--- src/hw/rtl/index_page_allocator_macros.svh ---
// ----------------------------------------------------------------------------
// Index page allocator assertion macros
// Concurrent assertion helpers used by the allocator datapath.
// ----------------------------------------------------------------------------
`ifndef INDEX_PAGE_ALLOCATOR_MACROS_SVH
`define INDEX_PAGE_ALLOCATOR_MACROS_SVH

`ifndef SYNTHESIS

// The consequent must hold in the same cycle as the antecedent.
`define IPA_ASSERT_SAME(label, clk, rst, ante, cons) \
   label: assert property (@(posedge clk) disable iff (rst) (ante) |-> (cons)) \
      else $error("assertion failed");

// The consequent must hold in the cycle after the antecedent.
`define IPA_ASSERT_NEXT(label, clk, rst, ante, cons) \
   label: assert property (@(posedge clk) disable iff (rst) (ante) |=> (cons)) \
      else $error("assertion failed");

`else

`define IPA_ASSERT_SAME(label, clk, rst, ante, cons)
`define IPA_ASSERT_NEXT(label, clk, rst, ante, cons)

`endif

`endif

--- src/hw/rtl/ipa_pkg.sv ---
// ----------------------------------------------------------------------------
// Index page allocator package
// Sizes, codes and the control types shared by the allocator modules.
// ----------------------------------------------------------------------------
package ipa_pkg;

   // Stack geometry.
   localparam int CAPACITY = 1024;
   localparam int ADDR_W   = $clog2(CAPACITY);
   localparam int CNT_W    = $clog2(CAPACITY + 1);

   // Field widths.
   localparam int LEN_W    = 11;
   localparam int SLOT_W   = 10;
   localparam int STATUS_W = 3;

   // Configuration port.
   localparam int CSR_ADDR_W = 3;
   localparam int CSR_DATA_W = 32;
   localparam logic REG_SLOTS_IN_USE = 1'b0;
   localparam logic [LEN_W-1:0] SLOTS_IN_USE_RESET = LEN_W'(1024);

   // Operation codes.
   localparam logic OP_ALLOC = 1'b0;
   localparam logic OP_FREE  = 1'b1;

   // Result status codes.
   localparam logic [STATUS_W-1:0] ST_FROM_STACK  = 3'd0;
   localparam logic [STATUS_W-1:0] ST_FROM_MARK   = 3'd1;
   localparam logic [STATUS_W-1:0] ST_NO_ROOM     = 3'd2;
   localparam logic [STATUS_W-1:0] ST_FREED       = 3'd3;
   localparam logic [STATUS_W-1:0] ST_FREED_RESET = 3'd4;
   localparam logic [STATUS_W-1:0] ST_OVERFLOW    = 3'd5;

   // Controller states.
   typedef enum logic [1:0] {
      IPA_IDLE,
      IPA_DECIDE,
      IPA_PUSH,
      IPA_FINISH
   } ipa_state_type;

   // Commands from the controller to the datapath.
   typedef struct packed {
      logic load;
      logic decide;
      logic push_step;
      logic finish;
   } ipa_cmd_type;

   // Status from the datapath to the controller.
   typedef struct packed {
      logic op_free;
      logic run_done;
      logic out_free;
   } ipa_stat_type;

endpackage

--- src/hw/rtl/ipa_ctrl.sv ---
// ----------------------------------------------------------------------------
// Index page allocator controller
// Sequences one request: load, decide, push the freed run on a free, deliver the beat.
// ----------------------------------------------------------------------------
module ipa_ctrl (
   input  logic                  clock,
   input  logic                  reset,
   input  logic                  req_valid,
   output logic                  req_ready,
   input  ipa_pkg::ipa_stat_type stat,
   output ipa_pkg::ipa_cmd_type  cmd
);
   import ipa_pkg::*;

   ipa_state_type state_ff;
   ipa_state_type state_in;

   // State register.
   always_ff @(posedge clock) begin
      if (reset) begin
         state_ff <= IPA_IDLE;
      end else begin
         state_ff <= state_in;
      end
   end

   // Next state.
   always_comb begin
      state_in = state_ff;
      unique case (state_ff)
         IPA_IDLE: begin
            if (req_valid) state_in = IPA_DECIDE;
         end
         IPA_DECIDE: begin
            state_in = stat.op_free ? IPA_PUSH : IPA_FINISH;
         end
         IPA_PUSH: begin
            if (stat.run_done) state_in = IPA_FINISH;
         end
         IPA_FINISH: begin
            if (stat.out_free) state_in = IPA_IDLE;
         end
         default: state_in = IPA_IDLE;
      endcase
   end

   // Outputs.
   always_comb begin
      req_ready     = 1'b0;
      cmd           = '0;
      unique case (state_ff)
         IPA_IDLE: begin
            req_ready = 1'b1;
            cmd.load  = req_valid;
         end
         IPA_DECIDE: begin
            cmd.decide = 1'b1;
         end
         IPA_PUSH: begin
            cmd.push_step = 1'b1;
         end
         IPA_FINISH: begin
            cmd.finish = stat.out_free;
         end
         default: begin
            req_ready = 1'b0;
         end
      endcase
   end

endmodule

--- config.mk ---
export PLATFORM = sky130hd
export DESIGN_NAME = ipa_ctrl
export DESIGN_NICKNAME = d
export VERILOG_FILES = /design/src/hw/rtl/index_page_allocator_macros.svh /design/src/hw/rtl/ipa_pkg.sv /design/src/hw/rtl/ipa_ctrl.sv
export SDC_FILE = /design/constraint.sdc
export NUM_CORES = 1
export LEC_CHECK = 0
export BUFFER_PORTS_ARGS = -buffer_cell sky130_fd_sc_hd__buf_2
export CAP_MARGIN = 20
export CORE_AREA = 2 2 39 41
export CTS_CLUSTER_SIZE = 28
export DETAILED_ROUTE_END_ITERATION = 7
export DIE_AREA = 0 0 41 43
export PLACE_DENSITY_LB_ADDON = 0.08
export RECOVER_POWER = 25
export SYNTH_ARGS = -nofsm -noshare
export SYNTH_HDL_FRONTEND = slang
export SYNTH_SLANG_ARGS = --single-unit
--- constraint.sdc ---
create_clock -name clock -period 3.03 [get_ports clock]
set_clock_uncertainty 0.2 [all_clocks]
set_input_delay 0.4545 -clock clock [delete_from_list [all_inputs] [get_ports clock]]
set_output_delay 0.4545 -clock clock [all_outputs]
set_load 0.01 [all_outputs]
# == Yosys cells after proc, flatten, opt, wreduce, memory -nomap -nowiden ==
# Index checks and enable logic that the tools add are counted.
# op_classes
n_eq_ne,6
n_mux,10
reduce_logical,2
# op_table
op,count
2-bit case mux with 4 select lines,1
1-bit 2-to-1 mux,6
2-bit 2-to-1 mux,3
"2-bit inequality test, second input constant",3
"2-bit == test, second input constant",2
3-bit AND reduction,1
"2-bit by 1-bit == test with 1-bit output, second input constant",1
2-bit logical NOT,1
# word_totals
regBits,2
input_bits,6
out_inout_bits,5
word_cells,19

# == Depth between registers and ports, before layout ==
# Gate-level depths: netlist of run 1.
# depth
ltp_word,3
ltp_mapped,5
depth_no_buf,5

# == Least setup slack after synthesis of run 1 ==
# Ideal clock, no wire load.
# synth_timing
path_kind,register -> output
start,register state_ff[0]
end,output cmd[3] (netlist bit)
arrival_ps,905
t_required_ps,2375
path_slack_ps,1471
path_stages_with_launch,4
n_path_buf,0
cell_sequence,dfxtp_1 inv_1 ha_1 and2_2
# synth_lines
item,line,rtl
from (decl),ipa_ctrl.sv:15,ipa_state_type state_ff;
from (signal assigned),ipa_ctrl.sv:23,state_ff <= state_in;
to (decl),ipa_ctrl.sv:11,output ipa_pkg::ipa_cmd_type cmd

==> summary.md, run 1 <==
The clock period could shrink to 1920 ps. The run finished with clean final reports. Setup repair after global routing left no endpoint under its margin. Headroom to the max-slew limit came out at 81.4%. Hold repair after CTS inserted 0 buffers.

The path class of the lowest-slack min-delay path is in2reg. The region available for standard cell placement spans 0.00138 mm^2. The maximum net fanout on the critical path came out at 6.

The number of failing hold endpoints at the final stage was 0; the height of the chip was 43 um. Cells with a size suffix above 1 make up 40.5% of the layout. In the routed design, unresolved DRC markers number 0. In the final layout, the registers with the most flip-flops are state_ff (2).

The total power draw is 0.000268 W, and the sink count of the clock tree is 2. Post-synth design cell area: 210 um^2. The number of nets handed over by synthesis was 34. Summed over all layers, the global routing overflow is 0. At the end of the flow, the number of nets in the layout was 49. Global routing used 6.41% of the available tracks.

The die covers 0.00176 mm^2. The die is 41 um wide. The detailed router finished its first iteration with 4 violations. The register with the most flip-flops in the layout has 2 of them. The total negative slack for setup checks is 0 ps. STA classifies the critical path endpoint as an output port. The max-slew violation count came out at 0. The routed design uses 42 um of met3 wire. For this design the static power due to leakage is 0.151 nW. The effective utilization at floorplan is 15.2%. After detailed routing, the wire length on met1 is 178 um. The count of yosys warnings during synthesis was 0. For the max-capacitance violation count, the log shows 0. During I/O placement, the number of pins put on the boundary was 11. The measured slew at the worst slew-check pin came out at 277 ps. Flip-flop and latch count after synthesis: 2. Critical path start-end classification: reg2out. After detailed routing, the met2 layer carries 228 um of wire.

The detail-routed net length per standard cell works out to 8.45 um. Signal routing reaches up to met3. The register with the most flip-flops in the final layout is state_ff. The number of antenna violations at the first check in global routing was 0; the instance count of the mapped netlist was 24. The clock slew seen by the registers of the worst setup and hold paths works out to 30 ps. The number of clock buffers added by TritonCTS is 3. The achievable frequency is 521 MHz, and the delay contributed by the slowest stage of the critical path is 360 ps. The critical path goes through inv_1 > ha_1 > and2_2 > buf_2. Wires add up to 448 um.

The count of buffers added on input and output ports is 10. The setup violation total in the final timing report came out at 0. Most common cell after layout, fill and taps aside: sky130_fd_sc_hd__buf_2.

0 antenna diodes ended up in the layout. The worst setup path is launched from a flop. The first TritonRoute pass finished after 4 iterations. The clock root buffer master was sky130_fd_sc_hd__clkbuf_4.

Entering global routing, the biggest net connects 7 pins. The slowest stage of the critical path belongs to the cell sky130_fd_sc_hd__dfxtp_1. The logs give 207 ps for the final hold slack and 717 um for the first-pass GRT wire length.

The power density normalized to cell area was 886 mW/mm^2; the total via count in the routed design was 218. The count of cells resized by post-cts repair came out at 0. The final non-filler cell total was 53. The tools report the number of global-route vias before repair as 196.

Row generation in the floorplan step produced 14 rows. Counting along the longest clock path gives a buffer depth of 2. The logs give 16 for the number of unique standard cell types used by synthesis and 1 for the count of H-tree levels built during CTS.

The tools report the placed wire-length estimate as 379 um. The worst-case IR drop observed on VDD is 0.245 mV. Final weighted congestion of routability-driven global placement: 0.656.

TritonCTS built the clock tree. Once detail routing completed, the nets flagged for antenna violations numbered 0. Setup fix buffers added after clock tree synthesis: 0. Summing the sequential cell areas from Yosys gives 19.0% of the chip area. The signed area change from the synthesized netlist to the final layout is 44.0%. The top cell types in the final layout, fill and taps aside, are 10 x sky130_fd_sc_hd__buf_2, 4 x sky130_fd_sc_hd__ha_1, 3 x sky130_fd_sc_hd__inv_1, 3 x sky130_fd_sc_hd__clkbuf_4.

The worst path uses 63.4% of the clock period. For the worst setup path, the data arrival time is 1270 ps. The clock reaches the later pin of the worst-skew pair after 220 ps. After detailed routing, the number of vias per cell comes to 4.11. In this run the mean area of a mapped cell was 8.76 um^2. The required time at the endpoint of the critical path was 2380 ps; the instance count after placement with tap cells included was 50.
kinds of logic after synthesis:
| logic type | Yosys count | share of synthesized area (%) |
|---|---|---|
| compound gates | 5 | 20.8 |
| fa+ha+maj | 4 | 23.8 |
| buf+inv | 3 | 5.36 |
| flops | 2 | 19.0 |
| simple gates | 10 | 31.0 |
where the power goes:
| part | internal (W) | leakage, nW | switching [W] |
|---|---|---|---|
| registers | 0.0000392 | 0.0166 | 0.0000140 |
| clock network | 0.0000437 | 0.0138 | 0.0000154 |
| logic | 0.0000715 | 0.121 | 0.0000845 |
| total | 0.000154 | 0.151 | 0.000114 |
routing by layer:
| metal | up-vias | GRT usage [%] |
|---|---|---|
| met4 | 0 | 4.00 |
| li1 | 112 | - |
| met5 | - | 0 |
| met1 | 98 | 6.07 |
| met3 | 0 | 4.71 |
| met2 | 8 | 9.38 |
through the flow:
| stage | area [um^2] | setup WS, ps | utilization [%] |
|---|---|---|---|
| final | 303 | 1110 | 21.9 |
| after global routing | 303 | 1010 | 21.9 |
| after CTS | 303 | 1080 | 21.9 |
| after detailed placement | 280 | 1330 | 20.3 |
| after global placement | 280 | 1330 | 20.3 |
| after floorplan | 210 | 1470 | - |
synth_stat cells:
library cell	number	area, um^2
sky130_fd_sc_hd__ha_1	4	50.1
sky130_fd_sc_hd__o2111ai_1	1	8.76
sky130_fd_sc_hd__nand2b_1	2	12.5
sky130_fd_sc_hd__and2_1	1	6.26
sky130_fd_sc_hd__nor2b_1	2	12.5
sky130_fd_sc_hd__inv_1	3	11.3
sky130_fd_sc_hd__o31ai_1	1	7.51
sky130_fd_sc_hd__dfxtp_1	2	40.0
sky130_fd_sc_hd__a21oi_1	1	5.00
sky130_fd_sc_hd__nor3_1	1	5.00
sky130_fd_sc_hd__a221oi_2	1	15.0
sky130_fd_sc_hd__and2_2	1	7.51
sky130_fd_sc_hd__and2b_1	1	7.51
sky130_fd_sc_hd__a211oi_1	1	7.51
sky130_fd_sc_hd__nand4_1	1	6.26
sky130_fd_sc_hd__or2b_1	1	7.51
path summary, 6_finish.rpt:
path | start | endpoint | slack [ps] | depth (start not counted)
worst max-delay path | state_ff[0] | cmd[3] | 1110 | 4
worst min register to register | state_ff[1] | state_ff[1] | 340 | 2
worst max register to register | state_ff[0] | state_ff[1] | 1500 | 5
worst min-delay path | reset | state_ff[0] | 210 | 2
layout make-up:
cell class	count	area [um^2]
sequential	2	40.0
tap	16	20.0
timing repair buffer	10	50.0
multi-input combinational	19	159
clock buffer	3	22.5
inverter	3	11.3
fill	164	1080
critical path: cells and delay by family, from the launching register on:
family / cells / cell delay (ps)
DFF: 1 / 360
buffers and inverters: 2 / 240
adders and majority gates: 1 / 270
and+or+nand+nor: 1 / 180
(Power assumes the default switching activity.)
==> inputs of run 2 (changes only) <==
clock period = 1.7 ns   (was 3.03 ns; I/O delays follow)
==> run 2 against run 1 <==
  * Hold slack got worse by 190 ps
  * Sequential cell count is the same
  * Clock power increased by 83%
  * Final area rose by 6.6%
  * Final cell count rose by 1.9%
  * Global-route usage is 1.3 points higher
  * Critical path type unchanged
  * Clock-buffer cell count did not move
  * Sequential power grew 74%
  * Sequential share of layout area fell by 0.82 points
  * Critical endpoint unchanged
  * Power increased by 100%
  * Wire length is 10% higher
==> summary.md, run 2 (same netlist as run 1, synthesis figures left out) <==
The reg-to-reg setup timing slack is 210 ps (-1290 ps), and the number of flip-flops under the largest register name is 2 (unchanged). The maximum net fanout on the critical path was 6 (unchanged); the number of iterations in the first detailed-routing pass was 1 (-3). Required time at the endpoint of the critical path: 1240 ps (-1140 ps). Number of cells traversed by the worst hold path: 2 (unchanged).

The area of placed instances was 288 um^2 (+2.7%); the number of antenna violations at the first check in global routing was 0 (unchanged). The run finished with clean final reports. Largest net degree at the start of global routing: 7 (unchanged). The critical path is of the reg2out type. The number of buffers inserted during clock tree synthesis came out at 3 (unchanged). STA classifies the critical path endpoint as an output port. TritonCTS built the clock tree. For hold timing, the worst endpoint is state_ff[0]. Footprint of the multi-input gates: 171 um^2 (+7.9%). The logs give 0 (unchanged) for the remaining design rule violation count and 0 ps (unchanged) for the total negative slack for setup checks. All-layer global routing usage: 7.72% (+1.3 points).

The combined flip-flop and latch cell area is 40.0 um^2 (unchanged), and the clock slew seen by the registers of the worst setup and hold paths is 30 ps (about the same). Launch point of the worst hold path: reset. For the setup violation total in the final timing report, the log shows 0 (unchanged). Leaving out fill and tap cells, the most frequent cells in the layout are 10 x sky130_fd_sc_hd__buf_2, 3 x sky130_fd_sc_hd__ha_1, 3 x sky130_fd_sc_hd__clkbuf_4.

Largest register by flop count: state_ff. The logs give 1 (unchanged) for the count of H-tree levels built during CTS and 0.00176 mm^2 (unchanged) for the full die area. From synthesis to final layout, the design area changed by 53.6%. The maximum count of clock buffers along a single path was 2 (unchanged); the height of the chip was 43 um (unchanged).

The number of global-route vias before repair came out at 192 (-2.0%). Achievable frequency: 616 MHz. Width of the die: 41 um (unchanged).

Placed wire-length estimate: 403 um (+6.5%). For the leakage power of the design, the log shows 0.157 nW (+3.9%). The residual overflow from global routing is 0 (unchanged), and the final instance area is 323 um^2 (+6.6%). The tools report the clock latency on the worst-skew pair as 230 ps (about the same). The worst reg-to-reg path cell count was 5 (unchanged). The number of placement rows was 14 (unchanged). Detail-routed net length per standard cell: 9.15 um (+8.2%). The number of vias per cell after detailed routing works out to 4.02 (-2.3%). The startpoint identified for the worst register-to-register timing path is state_ff[1]. The tools report the sink count of the clock tree as 2 (unchanged). The power density normalized to cell area was 1680 mW/mm^2 (+90%); the count of antenna-violating nets left after detailed routing was 0 (unchanged). The run gives 494 um (+10%) as the wire length reported by the detailed router. The area of the core was 0.00138 mm^2 (unchanged). Number of failing hold endpoints at the final stage: 0 (unchanged).

Clock period minus final worst setup slack: 1620 ps. The first-pass GRT wire length is 807 um (+13%). The most common cell after layout, fill and taps aside was sky130_fd_sc_hd__buf_2. The total via count in the routed design came out at 217 (-0.46%).

The path class of the lowest-slack min-delay path was in2reg. The worst-case vdd ir drop was 0.421 mV (+72%). The worst setup path is launched from a flop. In this run the critical register-to-register path is captured at state_ff[0]. The normalized max-slew margin came out at 81.5% (about the same).

The final cycle utilization of the critical path is 95.6%, and the first-iteration detailed-routing DRC count is 0 (-4). The setup fix buffers added after clock tree synthesis was 0 (unchanged). The run gives 0 (unchanged) as the max-slew violation count. Number of buffer cells added on primary ports: 10 (unchanged). The final antenna diode count was 0 (unchanged). CTS placed an instance of sky130_fd_sc_hd__clkbuf_4 at the clock tree root. Setup repair after global routing left no endpoint under its margin. The max-capacitance violation count was 0 (unchanged). The fraction of final layout cells with drive strength greater than 1 was 47.4% (+6.8 points). The final weighted congestion of routability-driven global placement was 0.661 (+0.84%); the number of nets in the layout was 50 (+2.0%). The top-level port count was 11 (unchanged); the arrival time of the worst setup path was 1170 ps (-100 ps). The effective utilization at floorplan was 15.2% (unchanged). The fill cell total of the finished layout was 156 (-4.9%); the measured slew at the worst slew-check pin was 276 ps (-0.457 ps).

In the final layout, the registers with the most flip-flops are state_ff (2).
run 2: power by group:
group	internal [W]	total [W]	switching [W]	leakage, nW
Clock	0.0000781	0.000108	0.0000297	0.0138
Sequential	0.0000699	0.0000927	0.0000228	0.0166
Combinational	0.000170	0.000342	0.000172	0.127
run 2: timing repair:
item                                   CTS  global route
setup endpoints to repair                1             1
resized for setup                        1             2
endpoints found under the hold margin    0             0
hold buffers                             0             0
run 2: worst max-delay path by stage:
stage / from / endpoint / slack [ps] / depth (start not counted)
3_5_place_dp: state_ff[0] / state_ff[1] / 150 / 5
5_1_grt: state_ff[1] / cmd[3] / 4 / 4
6_report: state_ff[1] / cmd[3] / 80 / 4
4_1_cts: state_ff[0] / cmd[3] / 20 / 4
3_3_place_gp: state_ff[0] / state_ff[1] / 90 / 5
2_1_floorplan: state_ff[0] / state_ff[1] / 240 / 5
run 2: cell type report:
| cell class | count | area share, % |
|---|---|---|
| clock buffer | 3 | 6.98 |
| inverter | 3 | 3.49 |
| multi-input combinational | 19 | 53.1 |
| sequential | 2 | 12.4 |
| tap | 16 | 6.20 |
| timing repair buffer | 11 | 17.8 |
run 2: metrics by stage:
step	worst slack, ps	total power, W	utilization (%)	instances	hold slack [ps]
floorplan	239	0.000296	-	24	121
global placement	94.3	0.000410	20.8	51	241
detailed placement	145	0.000401	20.8	51	248
CTS	17.9	0.000527	22.6	54	5.53
global route	3.53	0.000614	23.3	54	4.50
finish	75.5	0.000543	23.3	54	15.8
run 2: worst max-delay path, stage by stage (launching register included):
cell and delay (ps):
sky130_fd_sc_hd__dfxtp_1 370, sky130_fd_sc_hd__inv_1 100, sky130_fd_sc_hd__ha_4 180, sky130_fd_sc_hd__and2_2 160, sky130_fd_sc_hd__buf_2 130
run 2: routing by layer:
metal | GRT usage [%] | wire, um | vias up
met1 | 8.63 | 222 | 94
met3 | 4.71 | 39 | 0
li1 | - | - | 117
met4 | 8.00 | 0 | 0
met5 | 0 | 0 | -
met2 | 9.06 | 232 | 6
==> inputs of run 3 (changes only) <==
RECOVER_POWER = 50   (was 25)
==> run 3 against run 2 <==
  * Sequential share of layout area grew 0.097 points
  * Highest routed layer unchanged
  * Critical path depth unchanged
  * Via count unchanged
  * Critical endpoint unchanged
  * Final area fell by 0.78%
  * Largest power group unchanged
==> summary.md, run 3 (same netlist as run 1, synthesis figures left out) <==
The all-layer global routing usage was 7.72% (unchanged). The final antenna diode count was 0 (unchanged). The setup violation total in the final timing report was 0 (unchanged). The area of placed instances is 288 um^2 (unchanged), and the clock period minus final worst setup slack is 1620 ps (-0.269 ps). The required time at the endpoint of the critical path came out at 1240 ps (about the same). The leakage power of the design was 0.149 nW (-4.9%); the width of the die was 41 um (unchanged). The first-pass GRT wire length was 807 um (unchanged). The maximum net fanout on the critical path is 6 (unchanged), and the measured slew at the worst slew-check pin is 276 ps (+0.00405 ps). The met2 layer wire length in the routed design was 231 um (-0.43%). The logs give 0.00138 mm^2 (unchanged) for the area of the core and 1 (unchanged) for the number of iterations in the first detailed-routing pass. In this run the top signal layer used is met3. The type of origin of the critical path is a flop.

The tools report the count of H-tree levels built during CTS as 1 (unchanged). STA classifies the critical path endpoint as an output port. The power density normalized to cell area is 1680 mW/mm^2 (about the same).

The flow ran to the end, and the final reports show no timing, DRC or antenna violations. The clock slew seen by the registers of the worst setup and hold paths is 30 ps (about the same). The residual overflow from global routing was 0 (unchanged); the total power draw was 0.000538 W (-0.78%).

The final cell utilization of the core was 23.1% (-0.18 points). The normalized max-slew margin came out at 81.5% (about the same). The number of flip-flops under the largest register name is 2 (unchanged), and the count of antenna-violating nets left after detailed routing is 0 (unchanged). The run gives 1170 ps (about the same) as the arrival time of the worst setup path. The logs give 0 (unchanged) for the max-capacitance violation count and 0 ps (unchanged) for the total negative slack for setup checks. The number of antenna violations at the first check in global routing is 0 (unchanged). The path class of the tightest hold or removal check is in2reg. The first-iteration detailed-routing DRC count came out at 0 (unchanged). The run gives 230 ps (about the same) as the clock latency on the worst-skew pair.

The fraction of final layout cells with drive strength greater than 1 was 42.1% (-5.3 points). The height of the chip came out at 43 um (unchanged). The achievable frequency came out at 616 MHz (about the same). Number of vias per cell after detailed routing: 4.02 (unchanged). The number of nets in the layout was 50 (unchanged); the largest net degree at the start of global routing was 7 (unchanged). The run gives 0.00176 mm^2 (unchanged) as the full die area. For the number of global-route vias before repair, the log shows 192 (unchanged).

The run gives 0.661 (unchanged) as the final weighted congestion of routability-driven global placement. The tools report the top-level port count as 11 (unchanged). The worst-case vdd ir drop is 0.421 mV (about the same). The number of placement rows was 14 (unchanged).

The tools report the launch point of the worst hold path as reset. The run gives 2 (unchanged) as the maximum count of clock buffers along a single path. The sink count of the clock tree came out at 2 (unchanged).

The final instance area was 320 um^2 (-0.78%). The startpoint identified for the worst register-to-register timing path is state_ff[1]. The effective utilization at floorplan was 15.2% (unchanged); the instance count after placement with tap cells included was 51 (unchanged). For the total via count in the routed design, the log shows 217 (unchanged). For the post-route met1 wirelength, the log shows 229 um (+3.2%).

The final cycle utilization of the critical path is 95.5% (about the same), and the number of buffer cells added on primary ports is 10 (unchanged). For the number of buffers inserted during clock tree synthesis, the log shows 3 (unchanged). The detail-routed net length per standard cell came out at 9.20 um (+0.61%).

The critical path in this run is classified as reg2out. Setup repair after global routing left no endpoint under its margin. The tree is rooted in a sky130_fd_sc_hd__clkbuf_4. The sum of met3 wire segment lengths after detailed routing came out at 36 um (-7.7%). The area growth from synthesis to layout is 52.4%. The number of failing hold endpoints at the final stage was 0 (unchanged). Leaving out fill and tap cells, the most frequent cells in the layout are 8 x sky130_fd_sc_hd__buf_2, 3 x sky130_fd_sc_hd__ha_1, 3 x sky130_fd_sc_hd__clkbuf_4. Source of the critical timing path: state_ff[1]. The wire length reported by the detailed router is 497 um (+0.61%). The placed wire-length estimate came out at 403 um (unchanged).

The run gives 0 (unchanged) as the remaining design rule violation count. Most common cell after layout, fill and taps aside: sky130_fd_sc_hd__buf_2. The largest register by flop count was state_ff.

The largest registers in the layout are state_ff (2). The max-slew violation count is 0 (unchanged). TritonCTS built the clock tree. The final non-filler cell total is 54 (unchanged).
[run 3: cell types whose count changed in the layout (fill, tap and decap cells not counted), sizes merged]
cell | previous run | this run
buf | 11 | 9
clkbuf | 3 | 5
[run 3: final timing paths]
kind / end / slack, ps / cells past startpoint
worst max-delay path: cmd[3] / 80 / 4
worst min-delay path: state_ff[0] / 20 / 2
worst max register to register: state_ff[0] / 210 / 5
worst min register to register: state_ff[1] / 320 / 2
[run 3: critical path, stage by stage (launching register included)]
cell and delay, ps:
sky130_fd_sc_hd__dfxtp_1 370, sky130_fd_sc_hd__inv_1 100, sky130_fd_sc_hd__ha_4 180, sky130_fd_sc_hd__and2_2 160
sky130_fd_sc_hd__buf_2 130
[run 3: final cells by class]
| cell class | instances | area (um^2) |
|---|---|---|
| Clock buffer | 3 | 22.5 |
| Multi-Input combinational cell | 19 | 171 |
| Inverter | 3 | 11.3 |
| Tap cell | 16 | 20.0 |
| Sequential cell | 2 | 40.0 |
| Timing Repair Buffer | 11 | 55.1 |
| Fill cell | 158 | 1060 |
[run 3: repair_timing]
item	in CTS	in global routing
endpoints found under the setup margin	1	1
hold buffers	0	0
gates resized for setup	1	2
buffers inserted	0	0
pin swaps	0	0
gates cloned	0	0
[run 3: metal layers]
metal  vias up  track usage (%)
met1        94             8.63
met3         0             4.71
met5         -                0
met2         6             9.06
met4         0             8.00
li1        117                -
[run 3: report_power, final]
group | switching (W) | total (W) | internal [W] | leakage [nW]
Sequential | 0.0000228 | 0.0000927 | 0.0000699 | 0.0166
Clock | 0.0000296 | 0.000108 | 0.0000781 | 0.0138
Combinational | 0.000173 | 0.000338 | 0.000165 | 0.119
Total | 0.000226 | 0.000538 | 0.000313 | 0.149
[run 3: through the flow]
stage,hold WS [ps],worst slack (ps)
after CTS,5.53,17.9
after global routing,4.50,3.53
after floorplan,121,239
final,15.8,75.8
after detailed placement,248,145
after global placement,241,94.3
